`src/ttfr_pkg.sv`:
```
// shared types and constants for the triple terminator frame receiver
// no dependencies; imported by every module of the block
package ttfr_pkg;

   localparam int unsigned BYTE_W        = 8;
   localparam int unsigned LEN_W         = 6;
   localparam int unsigned DEPTH_DEFAULT = 64;
   localparam int unsigned RSP_TDATA_W   = ((BYTE_W + LEN_W + 7) / 8) * 8;
   localparam int unsigned RSP_PAD_W     = RSP_TDATA_W - BYTE_W - LEN_W;
   localparam logic [BYTE_W-1:0] TERM_RESET = 8'hff;

   // one frame command from the classifier to the drain sequencer
   typedef struct packed {
      logic [LEN_W-1:0] len;
      logic             ovf;
   } cmd_type;

endpackage

```
`src/ttfr_store.sv`:
```
// frame byte memory: one write port, one registered read port
// depends on ttfr_pkg
module ttfr_store
   import ttfr_pkg::*;
#(
   parameter int unsigned DEPTH = DEPTH_DEFAULT
) (
   input  logic                     clock,
   input  logic                     wr_en,
   input  logic [$clog2(DEPTH)-1:0] wr_addr,
   input  logic [BYTE_W-1:0]        wr_data,
   input  logic                     rd_en,
   input  logic [$clog2(DEPTH)-1:0] rd_addr,
   output logic [BYTE_W-1:0]        rd_data
);

   logic [BYTE_W-1:0] mem_ff [DEPTH];
   logic [BYTE_W-1:0] rd_data_ff;

   // write port
   always_ff @(posedge clock) begin
      if (wr_en) begin
         mem_ff[wr_addr] <= wr_data;
      end
   end

   // registered read port
   always_ff @(posedge clock) begin
      if (rd_en) begin
         rd_data_ff <= mem_ff[rd_addr];
      end
   end

   assign rd_data = rd_data_ff;

endmodule

```
`src/ttfr_queue.sv`:
```
// two-entry command queue between the classifier and the drain sequencer
// depends on ttfr_pkg
module ttfr_queue
   import ttfr_pkg::*;
(
   input  logic    clock,
   input  logic    reset,
   input  logic    push,
   input  cmd_type push_cmd,
   input  logic    pop,
   output cmd_type head_cmd,
   output logic    empty,
   output logic    full
);

   localparam int unsigned QDEPTH = 2;

   cmd_type                     slot_ff [QDEPTH];
   logic [$clog2(QDEPTH):0]     count_ff, count_in;
   logic [$clog2(QDEPTH)-1:0]   wr_ptr_ff, wr_ptr_in;
   logic [$clog2(QDEPTH)-1:0]   rd_ptr_ff, rd_ptr_in;
   logic                        do_push, do_pop;

   assign empty    = (count_ff == '0);
   assign full     = (count_ff == ($clog2(QDEPTH)+1)'(QDEPTH));
   assign head_cmd = slot_ff[rd_ptr_ff];
   assign do_push  = push && !full;
   assign do_pop   = pop && !empty;

   // pointer and count update
   always_comb begin
      wr_ptr_in = do_push ? wr_ptr_ff + 1'b1 : wr_ptr_ff;
      rd_ptr_in = do_pop  ? rd_ptr_ff + 1'b1 : rd_ptr_ff;
      count_in  = count_ff;
      if (do_push && !do_pop) begin
         count_in = count_ff + 1'b1;
      end else if (do_pop && !do_push) begin
         count_in = count_ff - 1'b1;
      end
   end

   always_ff @(posedge clock) begin
      if (reset) begin
         count_ff  <= '0;
         wr_ptr_ff <= '0;
         rd_ptr_ff <= '0;
      end else begin
         count_ff  <= count_in;
         wr_ptr_ff <= wr_ptr_in;
         rd_ptr_ff <= rd_ptr_in;
      end
   end

   // entry storage
   always_ff @(posedge clock) begin
      if (do_push) begin
         slot_ff[wr_ptr_ff] <= push_cmd;
      end
   end

endmodule

```
`src/ttfr_front.sv`:
```
// byte classifier: fill count, terminator window, store writes, command issue
// depends on ttfr_pkg
module ttfr_front
   import ttfr_pkg::*;
#(
   parameter int unsigned DEPTH = DEPTH_DEFAULT
) (
   input  logic                     clock,
   input  logic                     reset,
   input  logic                     req_valid,
   input  logic [BYTE_W-1:0]        req_byte,
   output logic                     req_ready,
   input  logic                     csr_valid,
   input  logic [BYTE_W-1:0]        csr_data,
   output logic                     wr_en,
   output logic [$clog2(DEPTH)-1:0] wr_addr,
   output logic [BYTE_W-1:0]        wr_data,
   output logic                     cmd_push,
   output cmd_type                  cmd_data,
   input  logic                     queue_empty,
   input  logic                     back_busy
);

   localparam int unsigned FILL_W = $clog2(DEPTH + 1);
   localparam int unsigned ADDR_W = $clog2(DEPTH);

   typedef enum logic {
      F_IDLE,
      F_FIX
   } fstate_type;

   fstate_type        state_ff, state_in;
   logic [FILL_W-1:0] fill_ff, fill_in, fill_inc;
   logic [BYTE_W-1:0] prev1_ff, prev1_in;
   logic [BYTE_W-1:0] prev2_ff, prev2_in;
   logic [BYTE_W-1:0] held_ff, held_in;
   logic [BYTE_W-1:0] term_ff, term_in;
   logic              accept, enough, m0, m1, m2, done, lost, full;

   // stall during the second lost-terminator write and while the drain side still holds or reads a frame
   assign req_ready = (state_ff == F_IDLE) && queue_empty && !back_busy;
   assign accept    = req_valid && req_ready;

   // window over the newest three bytes
   assign m0       = (prev2_ff == term_ff);
   assign m1       = (prev1_ff == term_ff);
   assign m2       = (req_byte == term_ff);
   assign enough   = (fill_ff >= FILL_W'(2));
   assign done     = enough && m0 && m1 && m2;
   assign lost     = enough && m0 && !(m1 && m2);
   assign fill_inc = fill_ff + 1'b1;
   assign full     = (fill_inc == FILL_W'(DEPTH));

   // next state
   always_comb begin
      state_in = state_ff;
      fill_in  = fill_ff;
      prev1_in = prev1_ff;
      prev2_in = prev2_ff;
      held_in  = held_ff;
      term_in  = csr_valid ? csr_data : term_ff;
      wr_en    = 1'b0;
      wr_addr  = fill_ff[ADDR_W-1:0];
      wr_data  = req_byte;
      cmd_push = 1'b0;
      cmd_data = '0;
      case (state_ff)
         F_IDLE: begin
            if (accept) begin
               prev2_in = prev1_ff;
               prev1_in = req_byte;
               held_in  = req_byte;
               if (done) begin
                  // frame complete: payload is everything before the terminators
                  cmd_push     = 1'b1;
                  cmd_data.len = LEN_W'(fill_ff - FILL_W'(2));
                  fill_in      = '0;
               end else if (lost) begin
                  // keep only the two newest bytes at the start of the store
                  wr_en    = 1'b1;
                  wr_addr  = '0;
                  wr_data  = prev1_ff;
                  fill_in  = FILL_W'(2);
                  state_in = F_FIX;
               end else begin
                  wr_en = 1'b1;
                  if (full) begin
                     cmd_push     = 1'b1;
                     cmd_data.ovf = 1'b1;
                     fill_in      = '0;
                  end else begin
                     fill_in = fill_inc;
                  end
               end
            end
         end
         F_FIX: begin
            wr_en    = 1'b1;
            wr_addr  = ADDR_W'(1);
            wr_data  = held_ff;
            state_in = F_IDLE;
         end
         default: begin
            state_in = F_IDLE;
         end
      endcase
   end

   always_ff @(posedge clock) begin
      if (reset) begin
         state_ff <= F_IDLE;
         fill_ff  <= '0;
         term_ff  <= TERM_RESET;
      end else begin
         state_ff <= state_in;
         fill_ff  <= fill_in;
         term_ff  <= term_in;
      end
      prev1_ff <= prev1_in;
      prev2_ff <= prev2_in;
      held_ff  <= held_in;
   end

endmodule

```
`src/ttfr_back.sv`:
```
// drain sequencer: reads frame payload from the store and drives result beats
// depends on ttfr_pkg
module ttfr_back
   import ttfr_pkg::*;
#(
   parameter int unsigned DEPTH = DEPTH_DEFAULT
) (
   input  logic                     clock,
   input  logic                     reset,
   input  cmd_type                  head_cmd,
   input  logic                     queue_empty,
   output logic                     pop,
   output logic                     busy,
   output logic                     rd_en,
   output logic [$clog2(DEPTH)-1:0] rd_addr,
   input  logic [BYTE_W-1:0]        rd_data,
   output logic                     rsp_valid,
   input  logic                     rsp_ready,
   output logic [BYTE_W-1:0]        rsp_byte,
   output logic                     rsp_last,
   output logic [LEN_W-1:0]         rsp_len,
   output logic                     rsp_ovf
);

   localparam int unsigned ADDR_W = $clog2(DEPTH);

   typedef enum logic [1:0] {
      B_IDLE,
      B_WAIT,
      B_SEND
   } bstate_type;

   bstate_type        state_ff, state_in;
   logic [ADDR_W-1:0] idx_ff, idx_in;
   logic [LEN_W-1:0]  len_ff, len_in;
   logic [BYTE_W-1:0] byte_ff, byte_in;
   logic              last_ff, last_in;
   logic [LEN_W-1:0]  olen_ff, olen_in;
   logic              ovf_ff, ovf_in;
   logic              is_last;

   assign busy      = (state_ff != B_IDLE);
   assign pop       = (state_ff == B_IDLE) && !queue_empty;
   assign rsp_valid = (state_ff == B_SEND);
   assign rsp_byte  = byte_ff;
   assign rsp_last  = last_ff;
   assign rsp_len   = olen_ff;
   assign rsp_ovf   = ovf_ff;
   assign rd_addr   = idx_in;
   assign is_last   = ((LEN_W+1)'(idx_ff) + 1'b1) == {1'b0, len_ff};

   // sequencer next state
   always_comb begin
      state_in = state_ff;
      idx_in   = idx_ff;
      len_in   = len_ff;
      byte_in  = byte_ff;
      last_in  = last_ff;
      olen_in  = olen_ff;
      ovf_in   = ovf_ff;
      rd_en    = 1'b0;
      case (state_ff)
         B_IDLE: begin
            if (!queue_empty) begin
               len_in = head_cmd.len;
               idx_in = '0;
               if (head_cmd.ovf || head_cmd.len == '0) begin
                  // single beat: empty payload or overflow marker
                  byte_in  = '0;
                  last_in  = 1'b1;
                  olen_in  = '0;
                  ovf_in   = head_cmd.ovf;
                  state_in = B_SEND;
               end else begin
                  rd_en    = 1'b1;
                  state_in = B_WAIT;
               end
            end
         end
         B_WAIT: begin
            // read data is back from the store
            byte_in  = rd_data;
            last_in  = is_last;
            olen_in  = len_ff;
            ovf_in   = 1'b0;
            state_in = B_SEND;
         end
         B_SEND: begin
            if (rsp_ready) begin
               if (last_ff) begin
                  state_in = B_IDLE;
               end else begin
                  idx_in   = idx_ff + 1'b1;
                  rd_en    = 1'b1;
                  state_in = B_WAIT;
               end
            end
         end
         default: begin
            state_in = B_IDLE;
         end
      endcase
   end

   always_ff @(posedge clock) begin
      if (reset) begin
         state_ff <= B_IDLE;
      end else begin
         state_ff <= state_in;
      end
      idx_ff  <= idx_in;
      len_ff  <= len_in;
      byte_ff <= byte_in;
      last_ff <= last_in;
      olen_ff <= olen_in;
      ovf_ff  <= ovf_in;
   end

endmodule

```
`src/triple_terminator_frame_receiver_unit.sv`:
```
// top level of the triple terminator frame receiver
// depends on ttfr_pkg, ttfr_front, ttfr_queue, ttfr_store, ttfr_back
//
//  channel   direction  beat contents
//  req_      in         tdata[7:0] rx_byte
//  rsp_      out        tdata[7:0] data_byte, [13:8] payload_length; tlast last;
//                       tuser[0] overflow
//  csr_      in         data[7:0] terminator_byte
//
// an input byte is accepted in F_IDLE; when a lost terminator moves the newest two bytes
// to the head of the store, F_FIX writes the second one and stalls the input as well;
// the front stalls while a frame drains; draining runs B_IDLE (pick up the command, issue
// the first read), then B_WAIT (load) and B_SEND (handshake) per payload beat; a single-beat
// result goes from B_IDLE to B_SEND; reset is synchronous; the store has no clearing pass,
// only written entries are read back; the result register holds its beat for any rsp_tready stall
module triple_terminator_frame_receiver_unit
   import ttfr_pkg::*;
#(
   parameter int unsigned BUFFER_DEPTH = DEPTH_DEFAULT
) (
   input  logic                   clock,
   input  logic                   reset,
   input  logic                   req_tvalid,
   output logic                   req_tready,
   input  logic [BYTE_W-1:0]      req_tdata,   // rx_byte
   output logic                   rsp_tvalid,
   input  logic                   rsp_tready,
   output logic [RSP_TDATA_W-1:0] rsp_tdata,   // data_byte, payload_length, zero pad
   output logic                   rsp_tlast,
   output logic [0:0]             rsp_tuser,   // overflow
   input  logic                   csr_valid,
   output logic                   csr_ready,
   input  logic [BYTE_W-1:0]      csr_data
);

   localparam int unsigned ADDR_W = $clog2(BUFFER_DEPTH);

   logic              wr_en, rd_en, cmd_push, cmd_pop, q_empty, q_full, back_busy;
   logic [ADDR_W-1:0] wr_addr, rd_addr;
   logic [BYTE_W-1:0] wr_data, rd_data, rsp_byte;
   logic [LEN_W-1:0]  rsp_len;
   logic              rsp_ovf;
   cmd_type           cmd_in, cmd_head;

   // register writes are always taken
   assign csr_ready = 1'b1;

   ttfr_front #(.DEPTH(BUFFER_DEPTH)) u_front (
      .clock       (clock),
      .reset       (reset),
      .req_valid   (req_tvalid),
      .req_byte    (req_tdata),
      .req_ready   (req_tready),
      .csr_valid   (csr_valid),
      .csr_data    (csr_data),
      .wr_en       (wr_en),
      .wr_addr     (wr_addr),
      .wr_data     (wr_data),
      .cmd_push    (cmd_push),
      .cmd_data    (cmd_in),
      .queue_empty (q_empty),
      .back_busy   (back_busy)
   );

   ttfr_queue u_queue (
      .clock    (clock),
      .reset    (reset),
      .push     (cmd_push && !q_full),
      .push_cmd (cmd_in),
      .pop      (cmd_pop),
      .head_cmd (cmd_head),
      .empty    (q_empty),
      .full     (q_full)
   );

   ttfr_store #(.DEPTH(BUFFER_DEPTH)) u_store (
      .clock   (clock),
      .wr_en   (wr_en),
      .wr_addr (wr_addr),
      .wr_data (wr_data),
      .rd_en   (rd_en),
      .rd_addr (rd_addr),
      .rd_data (rd_data)
   );

   ttfr_back #(.DEPTH(BUFFER_DEPTH)) u_back (
      .clock       (clock),
      .reset       (reset),
      .head_cmd    (cmd_head),
      .queue_empty (q_empty),
      .pop         (cmd_pop),
      .busy        (back_busy),
      .rd_en       (rd_en),
      .rd_addr     (rd_addr),
      .rd_data     (rd_data),
      .rsp_valid   (rsp_tvalid),
      .rsp_ready   (rsp_tready),
      .rsp_byte    (rsp_byte),
      .rsp_last    (rsp_tlast),
      .rsp_len     (rsp_len),
      .rsp_ovf     (rsp_ovf)
   );

   // result beat packing
   assign rsp_tdata = {RSP_PAD_W'(0), rsp_len, rsp_byte};
   assign rsp_tuser = rsp_ovf;

endmodule
```
`config.mk`:
```
export PLATFORM = sky130hd
export DESIGN_NAME = triple_terminator_frame_receiver_unit
export DESIGN_NICKNAME = d
export VERILOG_FILES = /design/src/ttfr_pkg.sv /design/src/ttfr_store.sv /design/src/ttfr_queue.sv /design/src/ttfr_front.sv /design/src/ttfr_back.sv /design/src/triple_terminator_frame_receiver_unit.sv
export SDC_FILE = /design/constraint.sdc
export NUM_CORES = 1
export LEC_CHECK = 0
export BUFFER_PORTS_ARGS = -buffer_cell sky130_fd_sc_hd__buf_2
export CAP_MARGIN = 20
export CORE_MARGIN = 8
export CORE_UTILIZATION = 67
export DETAILED_ROUTE_END_ITERATION = 8
export HOLD_SLACK_MARGIN = 0.12
export PLACE_DENSITY_LB_ADDON = 0.25
export SLEW_MARGIN = 20
export SYNTH_ARGS = -nofsm -noshare
export SYNTH_HDL_FRONTEND = slang
export SYNTH_HIERARCHICAL = 1
export SYNTH_SLANG_ARGS = --single-unit
export TNS_END_PERCENT = 100
```
`constraint.sdc`:
```
create_clock -name clock -period 6.09 [get_ports clock]
set_clock_uncertainty 0.1 [all_clocks]
set_input_delay 0.9135 -clock clock [delete_from_list [all_inputs] [get_ports clock]]
set_output_delay 0.9135 -clock clock [all_outputs]
set_load 0.01 [all_outputs]
```
==> impl_metrics.toml, run 1 <==
[status]
status = "complete, no violations"

[drt]
drt_first_pass_iters = 6
vias_per_cell = 6.76
drc = 0
wl_per_cell_um = 28.9
drt.antenna.violating_nets = 0
routed_wl_mm = 52.8
first_iter_violations = 1632
dr_total_vias = 12377

[setup_path]
crit_required_ns = 6.21
cp-end-kind = "register"
path_max_fanout = 13
rr_endpoint = "u_store/mem_ff[47][0]"
arrival_ns = 5.19
r2r_setup_slack_ns = 1.02
r2r_cells = 9
startpoint = "u_front/fill_ff[2]"
start_kind = "register"
reg2reg_from = "u_front/fill_ff[2]"
critPathKind = "reg2reg"

[synthesis]
synth.avg_cell_area_um2 = 18.9
syn_area_um2 = 24100
synth_ff_type = "edfxtp_1"
synth-edff-count = 572
synthCells = 1272
synth_seq_area_share_pct = 73.7
yosysUniqueCellTypes = 73
ys_ff_latch = 601
ys_warn_count = 6
synthArstFlopShare_pct = 0

[clocking]
clock_path_buffers = 3
postCtsResizedCells = 0
clkTransAtPathRegs_ns = 0.06
postCtsSetupBuffers = 0
worstSkewPairLatency_ns = 0.59
cts_sinks = 601
cts_buffers = 57
cts_tree = "yes"
ctsHoldBuffers = 0
cts.htree.levels = 2
cts_root_buf = "clkbuf_16"

[global_route]
globalRouteOverflowTotal = 0
grt_use_total_pct = 25.5
grt_pass1_vias = 12343
antenna_found_initial = 0
grt_pass1_wl_mm = 79.1
grt_max_degree = 67

[power_and_ir_drop]
peakVddDrop_uv = 239
finalPower_mw = 8.55
p_leak_nw = 8.22
powerDensity_nw_per_um2 = 324

[die]
die_area_um2 = 42300
core_area_um2 = 35500
dieWidth_um = 206
io_pins = 42
start_util_pct = 67.9
row_count = 69
fp.dieH_um = 206

[placement]
hpwlAfterDp_mm = 32.1
gp_congestion = 0.830
placed_cells = 1727
dp_slack_ns = 1.05
port_buffers = 38

[timing]
finalWorstSetupSlack_ns = 1.02
grt_setup_unrepaired = "no"
fin_crit_ns = 5.07
slew_violations = 0
finalCritPeriodShare_pct = 83.2
worst_pin_slew_ns = 1.16
setup_viol = 0
relSlewSlack_pct = 22.4
fin_setup_tns_ns = 0
fmax_mhz = 197
finalHoldViolCount = 0

[layout]
synthToLayoutAreaGrowth_pct = 9.70
drive_above_1_share_pct = 22.8
stdcell_count = 1831
antennaDiodeCount = 0
fillers = 1972
layout.nets = 1352

[min_path]
holdPathStages = 2
holdCritPathClass = "reg2reg"
holdCritStartpoint = "u_queue/wr_ptr_ff"
holdPathEnd = "u_queue/wr_ptr_ff"

[job]
drv_cap = 0
[metrics by stage]
step           instance area (um^2)  hold WS (ns)  utilization [%]
2_1_floorplan                 24100         0.352                -
3_3_place_gp                  24700         0.368             69.6
3_5_place_dp                  24700         0.377             69.6
4_1_cts                       26400         0.386             74.5
5_1_grt                       26400         0.416             74.5
6_report                      26400         0.388             74.5
[worst max-delay path, stage by stage, from the launching register on]
cell	delay, ns
dfxtp_1	0.38
inv_1	0.15
ha_1	0.19
or3b_4	0.39
a2111o_1	0.43
and3_1	0.29
a31o_4	0.36
nor2_1	0.62
nand4_1	0.80
nor2_1	0.96
[power by group]
group	total (mW)	internal, mW	leakage (nW)	switching [mW]
clock network	3.29	1.84	0.849	1.45
logic	0.695	0.317	1.95	0.378
registers	4.57	4.55	5.42	0.0203
total	8.55	6.71	8.22	1.85
[how the worst max path moves through the flow]
stage                            endpoint  slack (ns)
floorplan           u_store/mem_ff[49][0]        2.20
global placement    u_store/mem_ff[48][1]        1.24
detailed placement   u_store/mem_ff[3][0]        1.05
CTS                  u_store/mem_ff[3][7]        1.17
global route         u_store/mem_ff[7][7]        0.95
finish              u_store/mem_ff[47][0]        1.02
[registers in the layout, summed over array words and instances, names as in the netlist, 6 cells and up, named ones only]
signal,cells
u_back/rsp_byte,8
u_front/term_ff,8
u_back/rsp_len,6
u_front/prev2_ff,8
u_front/fill_ff,7
u_store/rd_data,8
u_store/mem_ff,512
u_queue/slot_ff,14
u_back/len_ff,6
u_back/idx_ff,6
u_front/held_ff,8
[synth_stat cells (5+ instances only)]
| cell | instances | area (um^2) |
|---|---|---|
| edfxtp_1 | 572 | 17200 |
| mux4_2 | 126 | 2840 |
| nor2_1 | 112 | 420 |
| nand2_1 | 31 | 116 |
| dfxtp_1 | 29 | 581 |
| clkbuf_1 | 25 | 93.8 |
| nor2b_1 | 25 | 156 |
| mux2_2 | 23 | 259 |
| mux2i_1 | 23 | 230 |
| nor3_1 | 21 | 105 |
| nand3_1 | 19 | 95.1 |
| and2_1 | 17 | 106 |
| buf_4 | 16 | 120 |
| o21ai_0 | 16 | 80.1 |
| xor2_1 | 14 | 123 |
| a21oi_1 | 13 | 65.1 |
| buf_2 | 12 | 60.1 |
| o22ai_1 | 12 | 75.1 |
| and3_1 | 11 | 68.8 |
| a211o_1 | 10 | 87.6 |
| inv_1 | 10 | 37.5 |
| nand2b_1 | 8 | 50.1 |
| nor4_1 | 8 | 50.1 |
| o221ai_1 | 8 | 70.1 |
| buf_6 | 7 | 78.8 |
| xnor2_1 | 7 | 61.3 |
| a221oi_1 | 6 | 52.6 |
| ha_1 | 6 | 75.1 |
| mux2_4 | 5 | 75.1 |
| or3_1 | 5 | 31.3 |
[cells in the final DEF, fill, tap and decap left out, drive strengths merged, types with 4 or more instances in the layout]
cell type,n
nor2,112
mux2i,23
xnor2,8
a221oi,6
ha,6
buf,59
and3,11
nor2b,27
clkbuf,76
mux4,126
and2,17
nor4,8
nand2,31
nand4,4
dfxtp,29
clkinv,24
nor3,21
or3,5
edfxtp,572
mux2,28
nand3,19
o221ai,8
inv,12
a211o,10
o21ai,18
xor2,14
nand2b,8
a21oi,13
a211oi,4
o22ai,12
[logic make-up (layout without fill, tap and decap cells)]
group,Yosys count,after routing,share of synthesized area [%]
flip-flops,601,601,73.7
AND/OR/NAND/NOR,278,278,5.71
multiplexers,177,177,14.1
AO/OA/AOI/OAI,108,108,3.35
buffers and inverters,77,174,1.86
XOR/XNOR,23,23,0.929
adder cells (fa/ha/maj),6,6,0.312
other,2,3,0.0312
[final cells by class]
type | count | area, um^2 | share of cell area (%)
clock buffers | 76 | 1560 | 5.90
clock inverters | 28 | 170 | 0.644
inverters | 11 | 41.3 | 0.156
multi-input cells | 595 | 5960 | 22.5
flip-flops and latches | 601 | 17800 | 67.2
well taps | 461 | 577 | 2.18
repair buffers | 59 | 373 | 1.41
[metal layers]
layer  vias up  track usage [%]  part of all wire, %
li1       5243                -                    -
met5         -                0                    0
met1      6330             36.6                   39
met2       721             39.5                   48
met4         0             7.84                  2.4
met3        83             5.38                   11
No activity file was read; power rests on OpenSTA's default activity.
==> run 2, diff against run 1 <==
--- a/config.mk
+++ b/config.mk
@@ -8,7 +8,7 @@
 export BUFFER_PORTS_ARGS = -buffer_cell sky130_fd_sc_hd__buf_2
 export CAP_MARGIN = 20
 export CORE_MARGIN = 8
-export CORE_UTILIZATION = 67
+export CORE_UTILIZATION = 56
 export DETAILED_ROUTE_END_ITERATION = 8
 export HOLD_SLACK_MARGIN = 0.12
 export PLACE_DENSITY_LB_ADDON = 0.25
==> constraint.sdc (replaced) <==
create_clock -name clock -period 4.5 [get_ports clock]
set_clock_uncertainty 0.1 [all_clocks]
set_input_delay 0.675 -clock clock [delete_from_list [all_inputs] [get_ports clock]]
set_output_delay 0.675 -clock clock [all_outputs]
set_load 0.01 [all_outputs]
==> impl_metrics.toml, run 2 (synthesis gave the netlist of run 1 again) <==
[setup_path]
path_cells = "nor2_1, nor3_1, nor2_1, nand2_1, o21ai_4, buf_4, buf_12, mux4_2, nor2b_1, a2111oi_0, buf_4, o41ai_1"
path_max_fanout = 16
critPathKind = "reg2reg"
crit_required_ns = 4.75
max_stage_delay_ns = 0.82
r2r_cells = 12
arrival_ns = 4.40
crit_end = "u_store/rd_data[3]"
slowest_stage = "a2111oi_0"
startpoint = "u_queue/count_ff[0]"
rr_endpoint = "u_store/rd_data[3]"
start_kind = "register"
cp-end-kind = "register"
r2r_setup_slack_ns = 0.34
reg2reg_from = "u_queue/count_ff[0]"

[layout]
synthToLayoutAreaGrowth_pct = 13.7
drive_above_1_share_pct = 27.7
stdcell_count = 2017
largest_reg_flops = 512
layout_commonest_cell = "edfxtp_1"
fin_area_um2 = 27400
reg_top3 = "u_store/mem_ff (512), u_queue/slot_ff (14)"
antennaDiodeCount = 0
final_cell_mix = "edfxtp_1, mux4_2, nor2_1"
top_register = "u_store/mem_ff"
fillers = 2953
layout.nets = 1450

[job]
drv_cap = 0

[die]
row_count = 76
io_pins = 42
die_area_um2 = 49900
dieWidth_um = 223
start_util_pct = 56.3
fp.dieH_um = 223
core_area_um2 = 42800

[drt]
routed_wl_mm = 52.0
drt.antenna.violating_nets = 0
vias_per_cell = 6.19
drt_first_pass_iters = 5
first_iter_violations = 1365
wl_per_cell_um = 25.8
drc = 0
dr_total_vias = 12488

[timing]
relSlewSlack_pct = 36.6
slew_violations = 0
grt_setup_unrepaired = "no"
setup_viol = 0
fin_crit_ns = 4.16
fin_setup_tns_ns = 0
finalHoldViolCount = 0
fmax_mhz = 240
worst_pin_slew_ns = 0.927
finalCritPeriodShare_pct = 92.4

[global_route]
globalRouteOverflowTotal = 0
grt_pass1_vias = 12390
antenna_found_initial = 0
grt_pass1_wl_mm = 78.4
grt_use_total_pct = 21.0
grt_max_degree = 65

[clocking]
cts_tree = "yes"
cts.htree.levels = 2
worstSkewPairLatency_ns = 0.61
cts_sinks = 601
cts_buffers = 58
ctsHoldBuffers = 0
clock_path_buffers = 3
cts_root_buf = "clkbuf_16"
clkTransAtPathRegs_ns = 0.06
postCtsResizedCells = 0
postCtsSetupBuffers = 0

[placement]
postPlaceCellArea_um2 = 25600
gp_congestion = 0.854
port_buffers = 38
hpwlAfterDp_mm = 33.4
placed_cells = 1909

[status]
status = "complete, no violations"

[power_and_ir_drop]
p_leak_nw = 8.78
powerDensity_nw_per_um2 = 430
peakVddDrop_uv = 315

[min_path]
holdCritPathClass = "in2reg"
[run 2: changes by cell type in the layout (fill, tap and decap cells not counted), sizes merged]
cell    previous run  this run
clkinv            24        29
bufinv             1         3
inv               12        11
buf               59       156
clkbuf            76        74
[run 2: metal layers]
metal	GRT usage [%]	share of wire, %
met1	28.8	41
met3	5.06	8.2
met2	32.3	47
met4	8.45	3.9
met5	0	0
[run 2: critical path, delay by kind of cell, from the launching register on]
kind / cells / cell delay [ns]
DFF: 1 / 0.36
AOI/OAI and AO/OA: 3 / 1.14
and+or+nand+nor: 5 / 1.09
muxes: 1 / 0.53
buffers and inverters: 3 / 0.66
[run 2: area by class of cell]
cell class                 count  area, um^2  area share [%]
clock buffer                  74        1580            5.75
inverter                      11        41.3           0.151
clock inverter                34         239           0.872
tap                          546         683            2.49
sequential                   601       17800            64.8
multi-input combinational    595        5950            21.7
timing repair buffer         156        1160            4.25
[run 2: how the worst min path moves through the flow]
stage | start | to | depth (start not counted)
global route | csr_data[4] | u_front/term_ff[4] | 2
global placement | u_queue/wr_ptr_ff | u_queue/wr_ptr_ff | 2
CTS | csr_data[0] | u_front/term_ff[0] | 2
floorplan | u_queue/wr_ptr_ff | u_queue/wr_ptr_ff | 2
finish | csr_data[0] | u_front/term_ff[0] | 2
detailed placement | u_front/held_ff[7] | u_front/prev2_ff[7] | 0
[run 2: power by group]
group / switching (mW) / total [mW] / internal [mW]
logic: 0.512 / 0.988 / 0.475
registers: 0.0242 / 6.18 / 6.16
clock network: 1.99 / 4.62 / 2.63
[run 2: metrics by stage]
step                      utilization, %  hold WS (ns)  total power, mW  setup slack [ns]
after floorplan                        -         0.352             7.02             0.654
after global placement              59.8         0.366             7.28             0.329
after detailed placement            59.8         0.378             7.29             0.220
after CTS                           64.0         0.149             11.9             0.438
after global routing                64.0         0.159             12.2             0.164
final                               64.0         0.179             11.8             0.341
==> run 3, diff against run 2 <==
--- a/config.mk
+++ b/config.mk
@@ -11,7 +11,7 @@
 export CORE_UTILIZATION = 56
 export DETAILED_ROUTE_END_ITERATION = 8
 export HOLD_SLACK_MARGIN = 0.12
-export PLACE_DENSITY_LB_ADDON = 0.25
+export PLACE_DENSITY = 0.76
 export SLEW_MARGIN = 20
 export SYNTH_ARGS = -nofsm -noshare
 export SYNTH_HDL_FRONTEND = slang
==> impl_metrics.toml, run 3 (synthesis gave the netlist of run 1 again) <==
[layout]
drive_above_1_share_pct = 28.5
top_register = "u_store/mem_ff"
layout.nets = 1448
utilization_pct = 64.3
final_cell_mix = "edfxtp_1, mux4_2, buf_4"
fin_area_um2 = 27500
reg_top3 = "u_store/mem_ff (512), u_queue/slot_ff (14)"
antennaDiodeCount = 0
synthToLayoutAreaGrowth_pct = 14.1
layout_commonest_cell = "edfxtp_1"
largest_reg_flops = 512

[setup_path]
path_cells = "inv_1, ha_1, or3b_4, a2111o_1, and3_1, a31o_4, nor2_1, buf_4, nor2b_1, nand2_1, nor2_1, buf_4"
path_delay_family = "simple AND/OR/NAND/NOR gates"
crit_buf_inv = 3
critPathKind = "reg2reg"
crit_required_ns = 4.70
rr_endpoint = "u_store/mem_ff[18][6]"
crit_end = "u_store/mem_ff[18][6]"
start_kind = "register"
path_max_fanout = 13
arrival_ns = 4.29
cp.depth = 12
max_stage_delay_ns = 0.46
r2r_setup_slack_ns = 0.41
reg2reg_from = "u_front/fill_ff[2]"
slowest_stage = "nand2_1"
cp-end-kind = "register"
startpoint = "u_front/fill_ff[2]"
r2r_cells = 12

[timing]
hold-worst-slack_ns = 0.175
fmax_mhz = 244
relSlewSlack_pct = 28.6
slew_violations = 0
finalHoldViolCount = 0
setup_viol = 0
fin_setup_tns_ns = 0
finalCritPeriodShare_pct = 90.9
fin_crit_ns = 4.09
worst_pin_slew_ns = 1.07
grt_setup_unrepaired = "no"

[placement]
postPlaceCellArea_um2 = 25500
gp_congestion = 0.872
port_buffers = 38
hpwlAfterDp_mm = 33.0

[power_and_ir_drop]
p_leak_nw = 8.84
p_comb_share_pct = 7.9
p_int_mw = 9.57
powerDensity_nw_per_um2 = 440
swShare_pct = 20.9
p_seq_share_pct = 51.1
peakVddDrop_uv = 276
finalPower_mw = 12.1
switching_power_mw = 2.52
clockPowerShare_pct = 41.0

[min_path]
holdCritPathClass = "in2reg"
holdPathStages = 2

[drt]
dr_total_vias = 12536
drt.antenna.violating_nets = 0
drc = 0
vias_per_cell = 6.22
wl_per_cell_um = 26.0
drt_first_pass_iters = 5
first_iter_violations = 1458
routed_wl_mm = 52.4

[clocking]
ctsHoldBuffers = 0
cts_root_buf = "clkbuf_16"
cts_tree = "yes"
cts_sinks = 601
worstSkewPairLatency_ns = 0.61
clkTransAtPathRegs_ns = 0.06
postCtsSetupBuffers = 0
cts_buffers = 57
clock_path_buffers = 3
cts.htree.levels = 2
postCtsResizedCells = 0

[die]
start_util_pct = 56.3
die_area_um2 = 49900
dieWidth_um = 223
io_pins = 42
row_count = 76
core_area_um2 = 42800
fp.dieH_um = 223

[global_route]
grt_pass1_wl_mm = 79.2
grt_max_degree = 65
grt_use_total_pct = 21.1
grt_pass1_vias = 12686
globalRouteOverflowTotal = 0
antenna_found_initial = 0

[status]
status = "complete, no violations"

[job]
drv_cap = 0
[run 3: changes by cell type in the layout (fill, tap and decap cells not counted), moves of 2 or more]
cell       change
buf_4          +2
clkbuf_8       +2
clkbuf_1       -2
bufinv_16      +7
clkinv_2       +5
clkbuf_16      -3
clkinv_1       -9
buf_12         -3
[run 3: layer usage]
layer	vias to the layer above	global-route usage, %	share of wire [%]
li1	5445	-	-
met1	6403	28.4	40
met2	587	34.0	48
met3	101	4.33	8.4
met4	0	8.09	3.4
met5	-	0	0
[run 3: power groups by stage]
stage               clock network, mW  registers, mW  logic [mW]
global placement                    0           6.30       0.940
global route                     5.24           6.18        1.02
finish                           4.96           6.18       0.952
floorplan                           0           6.29       0.732
detailed placement                  0           6.30       0.958
CTS                              5.03           6.18       0.964
[run 3: worst min-delay path by stage]
stage / startpoint / endpoint / slack (ns)
4_1_cts: req_tdata[7] / u_front/held_ff[7] / 0.14
3_5_place_dp: u_queue/wr_ptr_ff / u_queue/wr_ptr_ff / 0.37
3_3_place_gp: u_queue/wr_ptr_ff / u_queue/wr_ptr_ff / 0.37
2_1_floorplan: u_queue/wr_ptr_ff / u_queue/wr_ptr_ff / 0.35
6_report: csr_data[7] / u_front/term_ff[7] / 0.18
5_1_grt: req_tdata[7] / u_front/held_ff[7] / 0.16
[run 3: final cells by class]
class                      count  area (um^2)
clock buffer                  71         1520
clock inverter                36          439
fill                        2844        15300
inverter                      11         41.3
multi-input combinational    595         5950
sequential                   601        17800
tap                          546          683
timing repair buffer         155         1120
[run 3: metrics by stage]
stage	setup slack, ns	instances
after floorplan	0.654	1273
after global placement	0.395	1908
after detailed placement	0.310	1908
after CTS	0.459	2015
after global routing	0.236	2015
final	0.408	2015
